**config.mk**
```make
export PLATFORM = sky130hd
export DESIGN_NAME = octal_word_line_parser
export DESIGN_NICKNAME = d
export VERILOG_FILES = /design/src/hdl/olp_pkg.sv /design/src/hdl/olp_parse.sv /design/src/hdl/octal_word_line_parser.sv
export SDC_FILE = /design/constraint.sdc
export NUM_CORES = 1
export LEC_CHECK = 0
export ABC_AREA = 0
export BUFFER_PORTS_ARGS = -buffer_cell sky130_fd_sc_hd__buf_2
export CAP_MARGIN = 20
export CORE_UTILIZATION = 41
export CTS_BUF_LIST = sky130_fd_sc_hd__clkbuf_16
export DETAILED_ROUTE_END_ITERATION = 7
export HOLD_SLACK_MARGIN = 0.03
export PLACE_DENSITY = 0.6
export REMOVE_ABC_BUFFERS = 1
export SKIP_LAST_GASP = 1
export SLEW_MARGIN = 15
export SYNTH_ARGS = -nofsm -noshare
export SYNTH_HDL_FRONTEND = slang
export SYNTH_SLANG_ARGS = --single-unit
```
**constraint.sdc**
```tcl
create_clock -name clk -period 3.6 [get_ports clk]
set_input_delay 0.18 -clock clk [delete_from_list [all_inputs] [get_ports clk]]
set_output_delay 0.18 -clock clk [all_outputs]
set_load 0.05 [all_outputs]
```
**src/hdl/olp_pkg.sv**
```systemverilog
// ----------------------------------------------------------------------------
// olp_pkg
// Shared types and constants for the octal word line parser.
// ----------------------------------------------------------------------------
package olp_pkg;

	// Default configuration
	localparam int DIGITS_PER_LINE_DEF = 3;
	localparam int WORD_BITS_DEF       = 12;

	// Fixed field widths
	localparam int CHAR_W   = 8;
	localparam int STATUS_W = 3;
	localparam int LINE_W   = 16;
	localparam int TAG_W    = 6;
	localparam int WORD_W   = 12;

	// Character codes
	localparam logic [CHAR_W-1:0] CH_ZERO    = 8'h30;
	localparam logic [CHAR_W-1:0] CH_SEVEN   = 8'h37;
	localparam logic [CHAR_W-1:0] CH_NINE    = 8'h39;
	localparam logic [CHAR_W-1:0] CH_NEWLINE = 8'h0A;

	// Operation codes of an input beat
	localparam logic OP_CHAR = 1'b0;
	localparam logic OP_EOF  = 1'b1;

	typedef enum logic [STATUS_W-1:0] {
		ST_OK         = 3'd0,
		ST_NON_OCTAL  = 3'd1,
		ST_TOO_MANY   = 3'd2,
		ST_TOO_FEW    = 3'd3,
		ST_INCOMPLETE = 3'd4
	} status_t;

	// One result beat
	typedef struct packed {
		status_t               status;
		logic [LINE_W-1:0]     line_number;
		logic [TAG_W-1:0]      tag;
		logic [WORD_W-1:0]     word;
	} result_t;

endpackage

```
**src/hdl/olp_parse.sv**
```systemverilog
// ----------------------------------------------------------------------------
// olp_parse
// Parser state and per-character update: digit collection, line counting,
// record assembly and error detection. Result is combinational on step.
// ----------------------------------------------------------------------------
module olp_parse #(
	parameter int DIGITS_PER_LINE = olp_pkg::DIGITS_PER_LINE_DEF,
	parameter int WORD_BITS       = olp_pkg::WORD_BITS_DEF
) (
	input  logic                        clk,
	input  logic                        arst_n,
	input  logic                        step,
	input  logic                        op,
	input  logic [olp_pkg::CHAR_W-1:0]  char_code,
	output logic                        res_valid,
	output olp_pkg::result_t            res
);
	import olp_pkg::*;

	localparam int ADDR_BITS = 3 * (DIGITS_PER_LINE - 1);
	localparam int FULL_BITS = 2 * ADDR_BITS;
	localparam int CNT_W     = $clog2(DIGITS_PER_LINE + 1);
	localparam logic [CNT_W-1:0] CNT_FULL = CNT_W'(DIGITS_PER_LINE);
	localparam logic [CNT_W-1:0] CNT_ONE  = CNT_W'(1);

	logic                 second_q,  n_second;
	logic [CNT_W-1:0]     cnt_q,     n_cnt;
	logic [2:0]           tag1_q,    n_tag1;
	logic [2:0]           tag2_q,    n_tag2;
	logic [ADDR_BITS-1:0] hi_q,      n_hi;
	logic [ADDR_BITS-1:0] lo_q,      n_lo;
	logic [LINE_W-1:0]    line_q,    n_line;
	logic [LINE_W-1:0]    line_inc;
	logic [FULL_BITS-1:0] full_word;
	logic [WORD_W-1:0]    word_asm;
	logic [2:0]           digit;

	// Record word: first line high, second line low, cut to WORD_BITS
	assign full_word = {hi_q, lo_q};
	for (genvar i = 0; i < WORD_W; i++) begin : g_word
		if (i < WORD_BITS && i < FULL_BITS) begin : g_bit
			assign word_asm[i] = full_word[i];
		end else begin : g_zero
			assign word_asm[i] = 1'b0;
		end
	end

	// Saturating line count, digit value from the low bits of '0'..'7'
	assign line_inc = (line_q == '1) ? line_q : line_q + LINE_W'(1);
	assign digit    = char_code[2:0];

	// Next state and result
	always_comb begin
		n_second      = second_q;
		n_cnt         = cnt_q;
		n_tag1        = tag1_q;
		n_tag2        = tag2_q;
		n_hi          = hi_q;
		n_lo          = lo_q;
		n_line        = line_q;
		res_valid     = 1'b0;
		res.status    = ST_OK;
		res.line_number = line_q;
		res.tag       = '0;
		res.word      = '0;
		if (step) begin
			if (op == OP_EOF || char_code == CH_NEWLINE) begin
				// end of line
				if (cnt_q == '0) begin
					n_line = line_inc;
				end else if (cnt_q < CNT_FULL) begin
					res_valid  = 1'b1;
					res.status = ST_TOO_FEW;
					n_second   = 1'b0;
					n_cnt      = '0;
				end else begin
					n_cnt  = '0;
					n_line = line_inc;
					if (!second_q) begin
						n_second = 1'b1;
					end else begin
						res_valid       = 1'b1;
						res.line_number = line_inc;
						res.tag         = {tag2_q, tag1_q};
						res.word        = word_asm;
						n_second        = 1'b0;
					end
				end
				// end of file with nothing reported
				if (op == OP_EOF && !res_valid) begin
					res_valid       = 1'b1;
					res.status      = ST_INCOMPLETE;
					res.line_number = n_line;
					n_second        = 1'b0;
					n_cnt           = '0;
				end
			end else if (char_code inside {[CH_ZERO:CH_NINE]}) begin
				if (char_code > CH_SEVEN) begin
					res_valid  = 1'b1;
					res.status = ST_NON_OCTAL;
					n_second   = 1'b0;
					n_cnt      = '0;
				end else if (cnt_q == CNT_FULL) begin
					res_valid  = 1'b1;
					res.status = ST_TOO_MANY;
					n_second   = 1'b0;
					n_cnt      = '0;
				end else begin
					n_cnt = cnt_q + CNT_ONE;
					if (cnt_q == '0) begin
						if (second_q) begin
							n_tag2 = digit;
						end else begin
							n_tag1 = digit;
						end
					end else if (second_q) begin
						n_lo = ADDR_BITS'({lo_q, digit});
					end else begin
						n_hi = ADDR_BITS'({hi_q, digit});
					end
				end
			end
		end
	end

	// State registers
	always_ff @(posedge clk or negedge arst_n) begin
		if (!arst_n) begin
			second_q <= 1'b0;
			cnt_q    <= '0;
			line_q   <= LINE_W'(1);
			tag1_q   <= '0;
			tag2_q   <= '0;
			hi_q     <= '0;
			lo_q     <= '0;
		end else begin
			second_q <= n_second;
			cnt_q    <= n_cnt;
			line_q   <= n_line;
			tag1_q   <= n_tag1;
			tag2_q   <= n_tag2;
			hi_q     <= n_hi;
			lo_q     <= n_lo;
		end
	end

endmodule

```
**src/hdl/octal_word_line_parser.sv**
```systemverilog
// ----------------------------------------------------------------------------
// octal_word_line_parser
// Octal text line parser that pairs non-blank lines into tagged words.
// ----------------------------------------------------------------------------
// Takes one character (or an end-of-file mark) per beat and gives at most one
// result beat per input beat. An accepted beat is captured in the input
// register and handled against the parser state once the result register can
// take its result, which is registered at the end of that cycle and offered
// from the result register; a new character is taken every cycle as long as
// the result side is not stalled. A stalled, occupied result register holds
// back the input register, which then asserts in_stall.
module octal_word_line_parser #(
	parameter int DIGITS_PER_LINE = olp_pkg::DIGITS_PER_LINE_DEF,
	parameter int WORD_BITS       = olp_pkg::WORD_BITS_DEF
) (
	input  logic                          clk,
	input  logic                          arst_n,
	input  logic                          in_valid,
	output logic                          in_stall,
	input  logic                          op,
	input  logic [olp_pkg::CHAR_W-1:0]    char_code,
	output logic                          out_valid,
	input  logic                          out_stall,
	output logic [olp_pkg::STATUS_W-1:0]  status,
	output logic [olp_pkg::LINE_W-1:0]    line_number,
	output logic [olp_pkg::TAG_W-1:0]     tag,
	output logic [olp_pkg::WORD_W-1:0]    word
);
	import olp_pkg::*;

	logic              valid_s1;
	logic              op_s1;
	logic [CHAR_W-1:0] char_s1;
	logic              out_valid_q;
	result_t           out_q;
	logic              out_free;
	logic              advance;
	logic              accept;
	logic              res_valid;
	result_t           res;

	// Handshake
	assign out_free = !out_valid_q || !out_stall;
	assign advance  = valid_s1 && out_free;
	assign in_stall = valid_s1 && !out_free;
	assign accept   = in_valid && !in_stall;

	// Input register
	always_ff @(posedge clk or negedge arst_n) begin
		if (!arst_n) begin
			valid_s1 <= 1'b0;
		end else if (accept) begin
			valid_s1 <= 1'b1;
		end else if (advance) begin
			valid_s1 <= 1'b0;
		end
	end

	always_ff @(posedge clk) begin
		if (accept) begin
			op_s1   <= op;
			char_s1 <= char_code;
		end
	end

	olp_parse #(
		.DIGITS_PER_LINE(DIGITS_PER_LINE),
		.WORD_BITS(WORD_BITS)
	) u_parse (
		.clk(clk),
		.arst_n(arst_n),
		.step(advance),
		.op(op_s1),
		.char_code(char_s1),
		.res_valid(res_valid),
		.res(res)
	);

	// Result register
	always_ff @(posedge clk or negedge arst_n) begin
		if (!arst_n) begin
			out_valid_q <= 1'b0;
		end else if (advance && res_valid) begin
			out_valid_q <= 1'b1;
		end else if (!out_stall) begin
			out_valid_q <= 1'b0;
		end
	end

	always_ff @(posedge clk) begin
		if (advance && res_valid) begin
			out_q <= res;
		end
	end

	assign out_valid   = out_valid_q;
	assign status      = out_q.status;
	assign line_number = out_q.line_number;
	assign tag         = out_q.tag;
	assign word        = out_q.word;

endmodule

```
==> results.txt <==
DRT Pass-1 Iters: 4
Ys async rst share: 45.9%
WL/cell: 14.3 um
Mapped Area: 0.00389 mm2
Top sig layer: met4
Initial core utilization: 42.2%
CTS tree: yes
Peak supply drop: 0.255 mV
Setup TNS: 0 ns
RSZ-0062 raised after global routing: no
Worst min path class: input pin to flip-flop
Average size of a mapped cell: 13.2 um2
# setup viols final: 0
DP HPWL: 4.89 mm
Postcts setup bufs: 0
Worst R2R Path Depth: 5
Max Slew Vio Count: 0
Flop-to-flop setup slack: 0.96 ns
FILL cells: 837
ANT cells: 0
Setup Skew: 0.00803 ns
First-pass GRT wire length: 11.9 mm
Period minus WS final: 2.64 ns
CTS root buffer: clkbuf_16
Total power: 2.44 mW
Hold Startpoint: in_valid
Kind of start point of the critical path: flip-flop
Tightest Pin Transition: 0.894 ns
Most area-consuming cells after synthesis: edfxtp_1 35%, dfrtp_1 24%, mux2_2 6.1%
Run status: completed
Critical path endpoint category: flip-flop
Max Buffers Root-to-Sink: 2
Antenna Nets Post-Route: 0
Total track usage: 15.5%
Die height: 99.5 um
Critical Path RT: 3.69 ns
Final hold vios: 0
Final worst slack: 0.960 ns
Post-synth EDFFs: 46
Total CTS buffers: 9
Max Cap Viol: 0
Post-placement setup slack: 0.965 ns
Initial antenna violation count: 0
Worst hold path cell count: 2
Largest net degree at the start of global routing: 40
CTS clk-pin slew, worst paths: 0.07 ns
Critical R2R Capture: line_number[1]
Main combinational cell family by area after synthesis: simple AND/OR/NAND/NOR gates
Metal3 WL: 278 um
Detailed Route WL: 7.03 mm
Fraction of layout cells with a size suffix above 1: 30.2%
Distinct cell type count of the synthesized netlist: 53
Post-synth top area share: 35.5%
WL met1: 3.40 mm
Vias in the first global route: 2,444
Register area share after synthesis: 60.6%
Max_slew headroom: 40.2%
Port bufs: 51
Fin crit share: 73.3%
Synth area leader: edfxtp_1
Core ar.: 0.00924 mm2
Flop and latch count out of synthesis: 85
PD cells: 520 mW/mm2
Critical Path AT: 2.73 ns
Syn Inst Count: 296
# DRC: 0
Worst setup path category: flip-flop to flip-flop
DR iter-0 viols: 69
Post-Synth Adder-Cell Area: 0.964%
Die width: 99.5 um
Placer congestion estimate: 0.828
I/O pin total: 52
Number of cell rows: 35
Static leakage: 1.92 nW
Warning count from the yosys run: 0
Final net count: 375
Compound-cell area share of the yosys netlist: 8.29%
Max FO, Critical Path: 14
Total die area: 0.00989 mm2
Hold Path Sink: valid_s1
Overflow after GRT: 0
Vias: 2,538
Synth Flop Type: edfxtp_1
Worst Hold Slack: 0.0503 ns
Htree depth: 3
RR Startpoint: char_s1[7]
Clock Sinks: 85
Met2 wire len: 3.28 mm
XOR/XNOR Fraction of Synth Area: 4.72%
Core Util, Final: 50.7%
Simple-gate share of the synthesized area: 17.7%
Clk_lat worst skew: 0.33 ns
Post-DR vias/cell: 5.15
Fmax: 0.379 GHz
Area grow syn2layout: 20.4%
Mux contribution to synthesized area: 6.07%
[worst max path at each step]
| stage | start | endpoint | cells after the start |
|---|---|---|---|
| after CTS | char_s1[7] | line_number[1] | 5 |
| final | char_s1[7] | line_number[1] | 5 |
| after detailed placement | char_s1[7] | line_number[1] | 5 |
| after global placement | char_s1[7] | line_number[1] | 5 |
| after floorplan | out_valid | line_number[0] | 4 |
| after global routing | char_s1[7] | line_number[1] | 5 |
[per-stage QoR]
step | cells | area [um2]
2_1_floorplan | 286 | 3850
3_3_place_gp | 467 | 4280
3_5_place_dp | 467 | 4280
4_1_cts | 493 | 4690
5_1_grt | 493 | 4690
6_report | 493 | 4690
[cells in the mapped netlist (3+ instances only)]
library cell  number
a21oi_1           12
ha_1               3
a41oi_1            4
edfxtp_1          46
dfrtp_1           38
and2_1            22
xor2_1             3
nor2_1            11
xnor2_1           18
o21ai_0            7
buf_2              4
inv_1              6
clkbuf_1           5
nand4_1            7
nand2_1           20
nand3b_1           3
a31oi_1            6
nand3_1           14
nand2b_1           4
and3_1             3
mux2_2            21
[flip-flops by register name, indices dropped and copies added (netlist names)]
register / count
line_number: 16
u_parse.cnt_q: 2
u_parse.tag2_q: 3
u_parse.tag1_q: 3
u_parse.second_q: 1
status: 3
tag: 6
valid_s1: 1
u_parse.hi_q: 6
out_valid: 1
word: 12
char_s1: 8
u_parse.line_q: 16
u_parse.lo_q: 6
op_s1: 1
[worst max-delay path, stage by stage (launching register included)]
cell and delay (ns):
edfxtp_1 0.44, nor4_4 0.44, a21oi_1 0.28, o31ai_4 0.60, and2_1 0.29, mux2_2 0.35
[per-layer routing]
| metal | vias to the layer above | track usage, % |
|---|---|---|
| met4 | 0 | 5.20 |
| met3 | 7 | 3.65 |
| li1 | 1234 | - |
| met1 | 1247 | 21.1 |
| met5 | - | 0 |
| met2 | 50 | 24.5 |
[power by group]
group	total [mW]	switching, mW	internal, mW	leakage (nW)
registers	1.18	0.0630	1.12	0.984
clock network	0.936	0.388	0.548	0.149
logic	0.322	0.220	0.102	0.790
total	2.44	0.671	1.77	1.92
[layout make-up]
class	count	area (um2)	area share [%]
clock buffer	9	225	4.80
clock inverter	7	80.1	1.71
inverter	6	22.5	0.480
multi-input combinational	195	1480	31.5
sequential	85	2360	50.3
tap	129	161	3.44
timing repair buffer	62	363	7.74
[cells in the final DEF, fill, tap and decap left out, types with 2 or more instances in the layout]
cell / synthesis / final
xnor2_1: 18 / 18
dfrtp_1: 38 / 38
or4_1: 2 / 2
o21ai_0: 7 / 7
nor3_1: 2 / 2
mux2_2: 21 / 21
a21oi_1: 12 / 12
a31oi_1: 6 / 6
clkbuf_16: 0 / 9
and3_1: 3 / 3
nor4_1: 2 / 2
nand2b_1: 4 / 4
buf_2: 4 / 51
xor2_1: 3 / 3
nor4_4: 2 / 2
edfxtp_1: 46 / 46
inv_1: 6 / 6
and2_1: 22 / 22
nor2b_1: 2 / 2
nor2_1: 11 / 10
a41oi_1: 4 / 4
a31o_2: 2 / 2
nand4_1: 7 / 7
dlygate4sd3_1: 0 / 10
ha_1: 3 / 3
nand3b_1: 3 / 3
nor3b_2: 2 / 2
nand2_1: 20 / 20
inv_6: 0 / 3
nand3_1: 14 / 14
[timing repair]
action                                 CTS  global route
resized for setup                        0             0
hold buffers                            10             0
endpoints found under the hold margin   47             0
setup endpoints to repair                0             0
[logic make-up after synthesis]
kind of cell | after synthesis
AO/OA/AOI/OAI | 42
flip-flops | 85
buffers and inverters | 16
XOR/XNOR | 21
multiplexers | 21
AND/OR/NAND/NOR | 108
adder cells (fa/ha/maj) | 3
No activity file was read; power rests on OpenSTA's default activity.
